===== src/sv/hpd_pkg.sv =====
// hpd_pkg: shared types, constants and table builders for the hpack huffman decoder
// depends on nothing; canonical decode tables are derived from the per-symbol code lengths
package hpd_pkg;

    localparam int MAX_CODE_LEN = 30;
    localparam int SYMBOL_COUNT = 257;
    localparam int PAD_LIMIT    = 7;
    localparam logic [8:0] EOS_INDEX = 9'd256;

    typedef enum logic [2:0] {
        STATUS_SYMBOL   = 3'd0,
        STATUS_OK       = 3'd1,
        STATUS_INVALID  = 3'd2,
        STATUS_EOS      = 3'd3,
        STATUS_BAD_PAD  = 3'd4
    } status_t;

    typedef enum logic [1:0] {
        FSM_IDLE,
        FSM_BITS,
        FSM_FLUSH
    } fsm_t;

    typedef logic [4:0]  len_arr_t   [0:SYMBOL_COUNT-1];
    typedef logic [7:0]  sym_arr_t   [0:SYMBOL_COUNT-1];
    typedef logic [29:0] first_arr_t [0:31];
    typedef logic [8:0]  cnt_arr_t   [0:31];

    localparam len_arr_t CODE_LEN = '{
        5'd13,5'd23,5'd28,5'd28,5'd28,5'd28,5'd28,5'd28,
        5'd28,5'd24,5'd30,5'd28,5'd28,5'd30,5'd28,5'd28,
        5'd28,5'd28,5'd28,5'd28,5'd28,5'd28,5'd30,5'd28,
        5'd28,5'd28,5'd28,5'd28,5'd28,5'd28,5'd28,5'd28,
        5'd6,5'd10,5'd10,5'd12,5'd13,5'd6,5'd8,5'd11,
        5'd10,5'd10,5'd8,5'd11,5'd8,5'd6,5'd6,5'd6,
        5'd5,5'd5,5'd5,5'd6,5'd6,5'd6,5'd6,5'd6,
        5'd6,5'd6,5'd7,5'd8,5'd15,5'd6,5'd12,5'd10,
        5'd13,5'd6,5'd7,5'd7,5'd7,5'd7,5'd7,5'd7,
        5'd7,5'd7,5'd7,5'd7,5'd7,5'd7,5'd7,5'd7,
        5'd7,5'd7,5'd7,5'd7,5'd7,5'd7,5'd7,5'd7,
        5'd8,5'd7,5'd8,5'd13,5'd19,5'd13,5'd14,5'd6,
        5'd15,5'd5,5'd6,5'd5,5'd6,5'd5,5'd6,5'd6,
        5'd6,5'd5,5'd7,5'd7,5'd6,5'd6,5'd6,5'd5,
        5'd6,5'd7,5'd6,5'd5,5'd5,5'd6,5'd7,5'd7,
        5'd7,5'd7,5'd7,5'd15,5'd11,5'd14,5'd13,5'd28,
        5'd20,5'd22,5'd20,5'd20,5'd22,5'd22,5'd22,5'd23,
        5'd22,5'd23,5'd23,5'd23,5'd23,5'd23,5'd24,5'd23,
        5'd24,5'd24,5'd22,5'd23,5'd24,5'd23,5'd23,5'd23,
        5'd23,5'd21,5'd22,5'd23,5'd22,5'd23,5'd23,5'd24,
        5'd22,5'd21,5'd20,5'd22,5'd22,5'd23,5'd23,5'd21,
        5'd23,5'd22,5'd22,5'd24,5'd21,5'd22,5'd23,5'd23,
        5'd21,5'd21,5'd22,5'd21,5'd23,5'd22,5'd23,5'd23,
        5'd20,5'd22,5'd22,5'd22,5'd23,5'd22,5'd22,5'd23,
        5'd26,5'd26,5'd20,5'd19,5'd22,5'd23,5'd22,5'd25,
        5'd26,5'd26,5'd26,5'd27,5'd27,5'd26,5'd24,5'd25,
        5'd19,5'd21,5'd26,5'd27,5'd27,5'd26,5'd27,5'd24,
        5'd21,5'd21,5'd26,5'd26,5'd28,5'd27,5'd27,5'd27,
        5'd20,5'd24,5'd20,5'd21,5'd22,5'd21,5'd21,5'd23,
        5'd22,5'd22,5'd25,5'd25,5'd24,5'd24,5'd26,5'd23,
        5'd26,5'd27,5'd26,5'd26,5'd27,5'd27,5'd27,5'd27,
        5'd27,5'd28,5'd27,5'd27,5'd27,5'd27,5'd27,5'd26,
        5'd30
    };

    function automatic cnt_arr_t calc_count();
        cnt_arr_t c;
        for (int l = 0; l < 32; l++) c[l] = '0;
        for (int s = 0; s < SYMBOL_COUNT; s++) c[CODE_LEN[s]] = c[CODE_LEN[s]] + 9'd1;
        return c;
    endfunction

    localparam cnt_arr_t LEN_COUNT = calc_count();

    function automatic cnt_arr_t calc_base();
        cnt_arr_t b;
        logic [8:0] acc;
        acc = '0;
        for (int l = 0; l < 32; l++) begin
            b[l] = acc;
            acc  = acc + LEN_COUNT[l];
        end
        return b;
    endfunction

    localparam cnt_arr_t LEN_BASE = calc_base();

    function automatic first_arr_t calc_first();
        first_arr_t f;
        logic [31:0] acc;
        acc  = '0;
        f[0] = '0;
        for (int l = 1; l < 32; l++) begin
            acc  = (acc + 32'(LEN_COUNT[l-1])) << 1;
            f[l] = acc[29:0];
        end
        return f;
    endfunction

    localparam first_arr_t LEN_FIRST = calc_first();

    // symbols ordered by code length, then by value (canonical order)
    function automatic sym_arr_t calc_sorted();
        sym_arr_t t;
        int k;
        k = 0;
        for (int s = 0; s < SYMBOL_COUNT; s++) t[s] = '0;
        for (int l = 1; l <= MAX_CODE_LEN; l++) begin
            for (int s = 0; s < SYMBOL_COUNT; s++) begin
                if (int'(CODE_LEN[s]) == l) begin
                    t[k] = 8'(s);
                    k = k + 1;
                end
            end
        end
        return t;
    endfunction

    localparam sym_arr_t SORTED_SYM = calc_sorted();

endpackage


===== src/sv/hpd_sym_rom.sv =====
// hpd_sym_rom: canonical-order symbol memory with registered read
// depends on hpd_pkg for the sorted symbol contents
module hpd_sym_rom (
    input  logic       aclk,
    input  logic       rd_en,
    input  logic [8:0] rd_addr,
    output logic [7:0] rd_data
);
    import hpd_pkg::*;

    logic [7:0] rd_data_reg;

    always_ff @(posedge aclk) begin
        if (rd_en) begin
            rd_data_reg <= SORTED_SYM[rd_addr];
        end
    end

    assign rd_data = rd_data_reg;
endmodule


===== src/sv/hpack_huffman_decoder_core.sv =====
// hpack_huffman_decoder_core: hpack static huffman string decoder, one code bit per cycle unless stalled
// depends on hpd_pkg and hpd_sym_rom
//
//  channel | ports                                    | direction
//  s_      | s_valid s_ready s_code_byte s_final_byte | in
//  m_      | m_valid m_ready m_symbol m_status m_run_end | out
//
// a byte is accepted only in idle, walked bit by bit, then flush pushes any held symbol and the final-byte status
// the bit walk does one canonical length compare per bit and a symbol memory read on each symbol hit
// reset is synchronous, active low, and clears the decode path and the sticky error
// a full output register stalls the walk when a held symbol must be pushed, and holds flush
module hpack_huffman_decoder_core (
    input  logic       aclk,
    input  logic       aresetn,
    input  logic       s_valid,
    output logic       s_ready,
    input  logic [7:0] s_code_byte,
    input  logic       s_final_byte,
    output logic       m_valid,
    input  logic       m_ready,
    output logic [7:0] m_symbol,
    output logic [2:0] m_status,
    output logic       m_run_end
);
    import hpd_pkg::*;

    fsm_t        state_reg, state_next;
    logic [2:0]  bitcnt_reg, bitcnt_next;
    logic [7:0]  byte_reg, byte_next;
    logic        final_reg, final_next;
    logic [29:0] code_reg, code_next;
    logic [4:0]  len_reg, len_next;
    status_t     err_reg, err_next;
    logic        held_reg, held_next;
    logic        m_valid_reg, m_valid_next;
    logic [7:0]  m_symbol_reg, m_symbol_next;
    status_t     m_status_reg, m_status_next;
    logic        m_run_end_reg, m_run_end_next;

    logic        rom_en;
    logic [8:0]  rom_addr;
    logic [7:0]  rom_data;
    logic        out_free;
    logic [29:0] code_n, diff;
    logic [4:0]  len_n;
    logic        hit;
    logic        stall;
    status_t     fin_status;

    hpd_sym_rom u_rom (
        .aclk   (aclk),
        .rd_en  (rom_en),
        .rd_addr(rom_addr),
        .rd_data(rom_data)
    );

    assign out_free = !m_valid_reg || m_ready;
    assign code_n   = {code_reg[28:0], byte_reg[~bitcnt_reg]};
    assign len_n    = len_reg + 5'd1;
    assign diff     = code_n - LEN_FIRST[len_n];
    assign hit      = diff < 30'(LEN_COUNT[len_n]);
    assign rom_addr = LEN_BASE[len_n] + diff[8:0];
    assign stall    = (err_reg == STATUS_SYMBOL) && hit && (rom_addr != EOS_INDEX)
                      && held_reg && !out_free;

    always_comb begin
        if (err_reg != STATUS_SYMBOL) begin
            fin_status = err_reg;
        end else if (len_reg > 5'(PAD_LIMIT)) begin
            fin_status = STATUS_BAD_PAD;
        end else if (code_reg != ((30'd1 << len_reg) - 30'd1)) begin
            fin_status = STATUS_BAD_PAD;
        end else begin
            fin_status = STATUS_OK;
        end
    end

    always_ff @(posedge aclk) begin
        if (!aresetn) begin
            state_reg   <= FSM_IDLE;
            code_reg    <= '0;
            len_reg     <= '0;
            err_reg     <= STATUS_SYMBOL;
            held_reg    <= 1'b0;
            m_valid_reg <= 1'b0;
            bitcnt_reg  <= '0;
        end else begin
            state_reg   <= state_next;
            code_reg    <= code_next;
            len_reg     <= len_next;
            err_reg     <= err_next;
            held_reg    <= held_next;
            m_valid_reg <= m_valid_next;
            bitcnt_reg  <= bitcnt_next;
        end
    end

    always_ff @(posedge aclk) begin
        byte_reg      <= byte_next;
        final_reg     <= final_next;
        m_symbol_reg  <= m_symbol_next;
        m_status_reg  <= m_status_next;
        m_run_end_reg <= m_run_end_next;
    end

    always_comb begin
        state_next     = state_reg;
        bitcnt_next    = bitcnt_reg;
        byte_next      = byte_reg;
        final_next     = final_reg;
        code_next      = code_reg;
        len_next       = len_reg;
        err_next       = err_reg;
        held_next      = held_reg;
        rom_en         = 1'b0;
        m_valid_next   = m_valid_reg && !m_ready;
        m_symbol_next  = m_symbol_reg;
        m_status_next  = m_status_reg;
        m_run_end_next = m_run_end_reg;

        unique case (state_reg)
            FSM_IDLE: begin
                if (s_valid) begin
                    byte_next   = s_code_byte;
                    final_next  = s_final_byte;
                    bitcnt_next = '0;
                    state_next  = FSM_BITS;
                end
            end
            FSM_BITS: begin
                if (!stall) begin
                    if (err_reg == STATUS_SYMBOL) begin
                        if (hit) begin
                            code_next = '0;
                            len_next  = '0;
                            if (rom_addr == EOS_INDEX) begin
                                err_next = STATUS_EOS;
                            end else begin
                                if (held_reg) begin
                                    m_valid_next   = 1'b1;
                                    m_symbol_next  = rom_data;
                                    m_status_next  = STATUS_SYMBOL;
                                    m_run_end_next = 1'b0;
                                end
                                rom_en    = 1'b1;
                                held_next = 1'b1;
                            end
                        end else if (len_n == 5'(MAX_CODE_LEN)) begin
                            err_next  = STATUS_INVALID;
                            code_next = '0;
                            len_next  = '0;
                        end else begin
                            code_next = code_n;
                            len_next  = len_n;
                        end
                    end
                    bitcnt_next = bitcnt_reg + 3'd1;
                    if (bitcnt_reg == 3'd7) begin
                        state_next = FSM_FLUSH;
                    end
                end
            end
            FSM_FLUSH: begin
                if (held_reg) begin
                    if (out_free) begin
                        m_valid_next   = 1'b1;
                        m_symbol_next  = rom_data;
                        m_status_next  = STATUS_SYMBOL;
                        m_run_end_next = !final_reg;
                        held_next      = 1'b0;
                    end
                end else if (final_reg) begin
                    if (out_free) begin
                        m_valid_next   = 1'b1;
                        m_symbol_next  = '0;
                        m_status_next  = fin_status;
                        m_run_end_next = 1'b1;
                        code_next      = '0;
                        len_next       = '0;
                        err_next       = STATUS_SYMBOL;
                        state_next     = FSM_IDLE;
                    end
                end else begin
                    state_next = FSM_IDLE;
                end
            end
            default: begin
                state_next = FSM_IDLE;
            end
        endcase
    end

    assign s_ready   = (state_reg == FSM_IDLE);
    assign m_valid   = m_valid_reg;
    assign m_symbol  = m_symbol_reg;
    assign m_status  = m_status_reg;
    assign m_run_end = m_run_end_reg;
endmodule


===== config.mk =====
export PLATFORM = sky130hd
export DESIGN_NAME = hpack_huffman_decoder_core
export DESIGN_NICKNAME = d
export VERILOG_FILES = /design/src/sv/hpd_pkg.sv /design/src/sv/hpd_sym_rom.sv /design/src/sv/hpack_huffman_decoder_core.sv
export SDC_FILE = /design/constraint.sdc
export NUM_CORES = 1
export LEC_CHECK = 0
export ABC_AREA = 1
export BUFFER_PORTS_ARGS = -buffer_cell sky130_fd_sc_hd__buf_2
export CORE_UTILIZATION = 50
export CTS_BUF_LIST = sky130_fd_sc_hd__clkbuf_2 sky130_fd_sc_hd__clkbuf_4 sky130_fd_sc_hd__clkbuf_8
export DETAILED_ROUTE_END_ITERATION = 8
export PLACE_DENSITY = 0.69
export RECOVER_POWER = 25
export SLEW_MARGIN = 20
export SYNTH_ARGS = -nofsm -noshare
export SYNTH_HDL_FRONTEND = slang
export SYNTH_SLANG_ARGS = --single-unit
export TNS_END_PERCENT = 10

===== constraint.sdc =====
create_clock -name aclk -period 6.76 [get_ports aclk]
set_input_delay 1.352 -clock aclk [delete_from_list [all_inputs] [get_ports aclk]]
set_output_delay 1.352 -clock aclk [all_outputs]
set_load 0.02 [all_outputs]

==> results of run 1 <==
-- layout by cell type (no fill, tap or decap), types with 27 or more instances in the layout --
cell type	instances
nand4_1	36
nand2_1	478
xor2_1	53
nor3_2	31
inv_2	36
dfxtp_1	42
nor2_1	231
inv_1	285
nand3_1	104
o21ai_0	107
ha_1	75
edfxtp_1	29
a21oi_1	107
nor3_1	27
-- cell type report --
class | instances | area, um^2 | share of cell area, %
timing repair buffer | 48 | 297 | 2.61
tap | 275 | 344 | 3.03
multi-input combinational | 1396 | 7540 | 66.4
clock inverter | 7 | 86.3 | 0.760
clock buffer | 9 | 124 | 1.09
sequential | 73 | 1750 | 15.5
inverter | 322 | 1210 | 10.7
-- critical path, cell delays in order, from the launching register on --
cell and delay (ns):
dfxtp_2 0.50, clkinvlp_4 0.29, ha_1 0.51, inv_1 0.09
nor2_1 0.28, inv_1 0.15, o2111ai_1 0.20, o21ai_0 0.13
ha_1 0.21, inv_1 0.11, fa_1 0.47, ha_1 0.37
nand2_1 0.09, inv_1 0.03, nor2_1 0.44, inv_1 0.58
nor2_1 0.43, inv_1 0.15, a21oi_1 0.24, inv_1 0.11
o21ai_0 0.10, o21ai_0 0.10, o21ai_0 0.35, o211ai_1 0.15
a21oi_1 0.19
-- through the flow --
step,cell area [um^2],setup TNS [ns],util [%]
detailed placement,11100,0,52.9
finish,11400,0,54.0
global route,11400,-0.0128,54.0
floorplan,10700,0,-
global placement,11100,0,52.9
CTS,11300,0,53.9
-- final timing paths --
path	slack, ns	start	endpoint
setup / recovery	0.31	len_reg[0]	u_rom.rd_data[3]
hold / removal	0.51	state_reg[1]	state_reg[1]
setup reg to reg	0.31	len_reg[0]	u_rom.rd_data[3]
hold reg to reg	0.51	state_reg[1]	state_reg[1]
-- routing by layer --
layer | up-vias | share of wire (%) | wire, um
li1 | 5996 | - | -
met1 | 5374 | 43 | 15100
met2 | 630 | 45 | 15900
met3 | 140 | 8.1 | 2890
met4 | 0 | 4.7 | 1680
met5 | - | 0 | 0
-- cell families after synthesis --
kind of cell | Yosys count | synth area share (%)
AOI/OAI and AO/OA | 310 | 16.8
adders and majority gates | 78 | 9.23
xor gates and xnor gates | 63 | 5.28
and+or+nand+nor | 945 | 38.6
DFF | 73 | 16.3
buffers and inverters | 378 | 13.7
==> results.md, run 1 <==
Status:
- The flow ran to the end, and the final reports show no timing, DRC or antenna violations.

CTS:
- After clock tree synthesis, the clock-pin slew on the worst setup and hold paths is approximately 0.09 ns.
- The clock latency on the worst-skew pair is about 0.37 ns.
- The TritonCTS clock tree is done.
- The number of buffers inserted to repair setup after CTS is 0.
- The root buffer cell is clkbuf_8.
- The H-tree was split into 3 levels.
- In this run the deepest clock path goes through 2 buffers.
- Counting every sink on the clock net gives 73.
- The hold buffer count at CTS is 0.
- TritonCTS created 9 clock buffers.
- The number of resized instances in the post-cts repair step is 0.

GRT:
- In the global route stage, met2 resource usage came out at around 52%.
- The initial antenna violation count is 0.
- The global routing met1 resource utilization is ~43%.
- The via count of the first global-routing pass is around 11000.
- The routing usage on met3 is around 4.6%.
- The first global-routing pass estimated approximately 57000 um of wire.
- In this run the most used layer during global routing was met2.
- The largest net degree at the start of global routing is between 70 and 80.
- The aggregate global-route resource usage is 32.4%.
- The total overflow reported by the global router is 0.

STA:
- The number of slew-limit violations in the final report is 0.
- The highest attainable clock frequency is 0.155 GHz.
- The worst setup skew after layout is around 0.0071 ns.
- Counting I/O delays and the setup requirement, the final critical path takes about 6.4 ns.
- The final critical path takes up about 95% of the cycle.
- The total of endpoints with negative setup slack in the final report is 0.
- Headroom to the max-slew limit came out at about 36%.
- Hold timing on the final database bottoms out at a slack of slightly above 0.5 ns.
- Setup slack on the critical path of the routed design comes to ~0.31 ns.
- The hold violation total from the final report is 0.
- The pin slew with the least headroom to its limit is between 0.9 and 1 ns.

Finish:
- At the end of the flow, the number of nets in the layout was between 1500 and 2000.
- The number of diodes added for antenna fixing is 0.
- The fill cell total of the finished layout is between 2000 and 2500.
- The register with the most flip-flops in the layout has 30 of them.
- The post-route netlist has 8.14% of its cells at a drive strength greater than 1.
- The area growth from synthesis to layout is 5.77%.
- For this run, the number of standard cells in the final layout without fillers is 2130.

Logic synthesis:
- The synthesized area divided by synthesized cell count is 5.81 um^2.
- The prevailing post-synth register cell is dfxtp_1.
- The number of warnings printed during yosys synthesis is 0.
- Synthesis inferred 73 register bits.
- The fraction of registers with async set/reset is 0%.
- After technology mapping, the gate count stands at approximately 1800.
- After synthesis, the netlist uses 56 different library cells.
- Summed over its instances, the top area cell type makes up around 17% of the synthesized netlist area.
- nand2_1 takes more of the synthesized area than any other cell.
- Ranked by instance count, the synthesized netlist is headed by 478 x nand2_1, 285 x inv_1, 231 x nor2_1.
- In this run, synthesis inferred 29 flip-flops with an integrated enable.
- In this run the cell area of the synthesized design comes to between 10000 and 15000 um^2.
- The portion of the post-synthesis area used by sequential elements is 16.3%.
- By area the synthesized netlist is led by nand2_1 17%, inv_1 10%, ha_1 8.9%.
- The synthesized netlist net count is slightly below 2000.
- Yosys instantiated no cell more often than nand2_1.

Hold path:
- The hold path depth is 2.
- The tightest min-delay check is of the reg -> reg type.

Placement:
- The cell total after placement is between 2000 and 2500.
- The HPWL after detailed placement is ~28000 um.
- The pre-CTS worst setup slack is around 0.22 ns.
- The weighted congestion at the end of routability-driven global placement is around 1.1.
- The number of buffers added on ports is 26.

Route:
- The number of routed nets with antenna violations is 0.
- The number of design rule violations left after detail routing is 0.
- The pre-antenna-repair detailed-routing pass consisted of 7 iterations.
- After detailed routing, the number of vias per cell comes to 5.70.
- The count of routing violations after the opening detailed-route iteration is about 1300.
- The mean routed wirelength per cell is 16.7 um.
- Summing over every cut layer, the via total after detailed routing is roughly 12000.
- Wires add up to roughly 36000 um.

Floorplan:
- The chip width is 149 um.
- The die covers around 22000 um^2.
- The initial core utilization is about 50%.
- The area of the core region is 21000 um^2.
- The y dimension of the die is 149 um.
- Row generation in the floorplan step produced 53 rows.
- Pin placement for this block handled 27 I/O pins.

Critical path:
- By startpoint and endpoint, the worst setup path is classified as reg -> reg.
- The worst reg-to-reg path cell count is 24.
- The maximum fanout along the worst path is 27.
- STA puts the critical path data arrival time at about 6.7 ns.
- The worst setup path is captured at a flop.
- At the worst endpoint, the required time is between 6 and 7 ns.
- The category of the worst setup path launch point is a flop.

Flow run:
- The count of maximum capacitance violations is 0.
Power of run 1 is not shown: default switching activity piles up to over one toggle a cycle in this logic, so the estimate is an artifact.
==> inputs of run 2 (changes only) <==
--- a/config.mk
+++ b/config.mk
@@ -5,12 +5,11 @@
 export SDC_FILE = /design/constraint.sdc
 export NUM_CORES = 1
 export LEC_CHECK = 0
-export ABC_AREA = 1
 export BUFFER_PORTS_ARGS = -buffer_cell sky130_fd_sc_hd__buf_2
 export CORE_UTILIZATION = 50
 export CTS_BUF_LIST = sky130_fd_sc_hd__clkbuf_2 sky130_fd_sc_hd__clkbuf_4 sky130_fd_sc_hd__clkbuf_8
 export DETAILED_ROUTE_END_ITERATION = 8
-export PLACE_DENSITY = 0.69
+export PLACE_DENSITY = 0.64
 export RECOVER_POWER = 25
 export SLEW_MARGIN = 20
 export SYNTH_ARGS = -nofsm -noshare
==> constraint.sdc (replaced) <==
create_clock -name aclk -period 6.76 [get_ports aclk]
set_input_delay 1.352 -clock aclk [delete_from_list [all_inputs] [get_ports aclk]]
set_output_delay 1.352 -clock aclk [all_outputs]
set_load 0.005 [all_outputs]
==> run 2 against run 1 <==
Register-to-register slack improved by 0.42 ns. Critical path type unchanged. Critical endpoint is now u_rom.rd_data[0]. Wire length fell by 6.5%. Synthesized cell count fell by 25%. Clock-buffer cell count did not move.
==> results.md, run 2 <==
Status:
- The flow ran to the end, and the final reports show no timing, DRC or antenna violations.

Critical path:
- The slowest stage of the critical path is the ha_1 cell.
- The register-to-register setup slack is 0.74 ns.
- The maximum fanout along the worst path is 15.
- The number of cells on the worst reg-to-reg path is 18.
- In this run the critical register-to-register path is launched from len_reg[0].
- The category of the worst setup path launch point is a flop.
- For this run, the slowest stage of the critical path takes about 0.74 ns.
- The critical path endpoint category is a flop.
- Data arrives at the worst endpoint at just over 6 ns.
- For the worst setup path, the data required time is slightly below 7 ns.
- The critical path class is reg -> reg.
- The gate family responsible for the most delay along the worst path is adder cells.
- The endpoint identified for the worst register-to-register timing path is u_rom.rd_data[0].
- The worst path buffer plus inverter count is 4.
- Walking the worst path, the cells encountered are ha_1 -> ha_1 -> buf_4 -> nor2b_1 -> nor3_1 -> o21ai_0 -> o21ai_0 -> ha_1 -> inv_1 -> fa_1 -> buf_4 -> inv_1 -> ha_1 -> nand2_1 -> a21oi_1 -> a2111oi_0 -> o311ai_0 -> a21oi_1.
- Counting stages on the worst path, the most repeated cell is ha_1.

Logic synthesis:
- For this run, the leading register cell type out of synthesis is dfxtp_1.
- Synthesis handed over a netlist of 1379 instances.
- After synthesis, the most frequently instantiated cells are 149 x nand2_1, 112 x nor2_1, 108 x o21ai_0.
- Summed over all instances, the cell type with the most area after synthesis is ha_1.
- The top cell type's share of synthesized area is a little under a tenth.
- By area the synthesized netlist is led by ha_1 9.2%, dfxtp_1 8.5%, edfxtp_1 8.4%.
- Each instance of the synthesized netlist takes up on average 7.50 um^2.
- After synthesis, flip-flops and latches occupy between 10% and 20% of the total area.
- The number of warnings printed during yosys synthesis is 0.
- The fraction of registers with async set/reset is 0%.
- The count of flip-flops with a built-in enable after synthesis is 29.
- The count of state elements after synthesis is 73.
- The most frequently used cell type in the post-synthesis netlist is nand2_1.
- The number of distinct library cells after synthesis is about 110.
- The synthesized area is between 10000 and 15000 um^2.
- The synthesized netlist net count is 1470.

Hold path:
- The beginning of the worst hold path is state_reg[1].
- Counting instances, the worst hold path has a depth of 2.
- The class of the most critical hold timing path is reg -> reg.
- The end point of the worst hold path is state_reg[1].

CTS:
- The root buffer cell is clkbuf_8.
- The TritonCTS clock tree is done.
- CTS built an H-tree with a depth of 3.
- Counting every sink on the clock net gives between 70 and 80.
- The later pin in the worst-skew pair is clocked with a latency of 0.37 ns.
- The clock-pin slew of the registers on the worst-case setup and hold paths is roughly 0.08 ns.
- No sink is reached through more buffers than the 2 on the longest clock path.
- TritonCTS created 9 clock buffers.

Floorplan:
- The y dimension of the die is 146 um.
- The floorplan step defined a die boundary enclosing 21300 um^2.
- For this configuration, the core starts out at a cell density of 51.1%.
- The area of the core region is slightly above 20000 um^2.
- The die is 146 um wide.
- Row generation in the floorplan step produced between 50 and 60 rows.
- 27 I/O pins were placed.

STA:
- The worst setup skew after layout is roughly 0.017 ns.
- The worst path needs ~6 ns of the cycle, external delays included.
- For the pin with the worst max-slew slack, the measured transition is about 0.87 ns.
- Adding up every negative setup slack in the final design gives 0 ns.
- Headroom to the max-slew limit came out at a little over two fifths.
- The number of slew-limit violations in the final report came to 0.
- The final setup slack of the worst path is around 0.74 ns.
- Setup repair after global routing left no endpoint under its margin.
- The final period utilization is 89.1%.
- The highest attainable clock frequency is about 0.17 GHz.
- The hold violation total from the final report came to 0.
- Setup violations remaining at the end of the flow were counted as 0.

Placement:
- The post-placement cell area is 10500 um^2.
- The weighted congestion at the end of routability-driven global placement is ~1.0.
- The number of buffers added on ports is 26.
- Timing analysis after detailed placement gives a worst setup slack of 0.651 ns.
- The wire-length estimate of the detail-placed layout is ~24000 um.

Finish:
- The flip-flop count of the largest register after layout is 30.
- Leaving out fill and tap cells, the most frequent cell in the layout is nand2_1.
- Summing all non-filler instances in the final layout gives an area of between 10000 and 15000 um^2.
- The number of diodes added for antenna fixing is 0.
- The top cell types in the final layout, fill and taps aside, are 149 x nand2_1, 111 x nor2_1, 108 x o21ai_0.
- Compared with the post-synthesis result, the final layout area differs by 3.98%.
- The final net count is 1424.
- The fraction of layout cells with a size suffix above 1 is 11.3%.

Power and ir drop:
- The worst voltage drop across the vdd grid is between 0.3 and 0.4 mV.
- For this design the static power due to leakage is 4.16 nW.
- The power density of the placed cells is 233 nW/um^2.

GRT:
- Entering global routing, the biggest net connects 57 pins.
- The first global-routing pass estimated between 50000 and 60000 um of wire.
- The aggregate global-route resource usage is a little under a third.
- The total overflow reported by the global router is 0.
- The via count of the first global-routing pass is 9717.
- The initial antenna violation count is 0.

Route:
- For this block, the routed nets add up to approximately 33000 um of wire.
- Dividing the detail-routed wire length by the instance count gives slightly above 20 um.
- Across all layers, the routed design uses roughly 11000 vias.
- In the routed layout, each cell is associated on average with a via count of slightly below 7.
- The number of design rule violations left after detail routing is 0.
- The number of routed nets with antenna violations is 0.
- The detailed router finished its first iteration with between 1000 and 1500 violations.
- The first-pass iteration count of the detailed router is 6.

Flow run:
- The tool flagged a number of max-cap violations equal to 0.
## run 2: changes by cell type after synthesis, moves of 15 or more
| cell | delta |
|---|---|
| xnor2_1 | +30 |
| inv_2 | -34 |
| clkbuf_1 | +39 |
| nor2_1 | -119 |
| nor3_2 | -31 |
| a311oi_1 | +15 |
| a211oi_1 | +24 |
| nand3_1 | -68 |
| inv_1 | -250 |
| nand2_1 | -329 |
| a22o_1 | +35 |
| xor2_1 | -34 |
| nand4_1 | -18 |
## run 2: metal layers
layer | vias up | global-route usage (%) | routed length, um
met2 | 660 | 45.5 | 14100
met1 | 5009 | 44.8 | 14800
met3 | 66 | 6.80 | 3560
met4 | 0 | 9.74 | 799
li1 | 5122 | - | -
met5 | - | 0 | 0
## run 2: worst max path at each step
| stage | start | to | slack [ns] | depth (start not counted) |
|---|---|---|---|---|
| finish | len_reg[0] | u_rom.rd_data[0] | 0.74 | 18 |
| global route | len_reg[2] | m_symbol[2] | 0.21 | 25 |
| CTS | len_reg[0] | m_symbol[2] | 0.58 | 25 |
| detailed placement | len_reg[0] | m_symbol[4] | 0.65 | 24 |
| global placement | len_reg[0] | len_reg[0] | 0.85 | 23 |
| floorplan | len_reg[0] | m_run_end | 0.42 | 28 |
## run 2: metrics by stage
stage                     hold slack, ns  std cells  util, %  power, mW
final                              0.486       1608     53.1       2.50
after global routing               0.532       1608     53.1       2.67
after CTS                          0.492       1608     53.1       2.47
after detailed placement           0.471       1592     51.9       2.05
after global placement             0.467       1592     51.9       2.06
after floorplan                    0.451       1379        -       1.71
## run 2: layout make-up
class                   count  area [um^2]
fillers                  1982         9480
multi-input cells        1148         7870
flip-flops and latches     73         1750
repair buffers             62          400
well taps                 270          338
inverters                  39          146
clock buffers               9          124
clock inverters             7          119
## run 2: kinds of logic after synthesis
family / count (synthesis) / share of synthesized area (%)
compound gates: 522 / 35.3
simple gates: 462 / 21.8
buf+inv: 158 / 7.63
flops: 73 / 16.9
xor+xnor: 60 / 5.36
fa+ha+maj: 78 / 9.58
mux: 26 / 3.35
## run 2: power by group
part	internal, mW	switching (mW)	total [mW]
registers	0.509	0.0403	0.549
logic	0.562	0.978	1.54
clock network	0.245	0.169	0.413
## run 2: worst register-to-register path: stages, from the launching register on
cell,delay (ns)
dfxtp_2,0.52
ha_1,0.23
ha_1,0.29
buf_4,0.20
nor2b_1,0.31
nor3_1,0.09
o21ai_0,0.17
o21ai_0,0.13
ha_1,0.29
inv_1,0.10
fa_1,0.55
buf_4,0.22
inv_1,0.30
ha_1,0.74
nand2_1,0.30
a21oi_1,0.32
a2111oi_0,0.11
o311ai_0,0.66
a21oi_1,0.19
## run 2: timing repair
| item | CTS | global route |
|---|---|---|
| setup buffers | 0 | 0 |
| endpoints found under the hold margin | 0 | 0 |
| hold buffers | 0 | 0 |
| gates resized for setup | 0 | 1 |
| endpoints found under the setup margin | 0 | 8 |
Note: power is estimated with default switching activity, not from simulation.
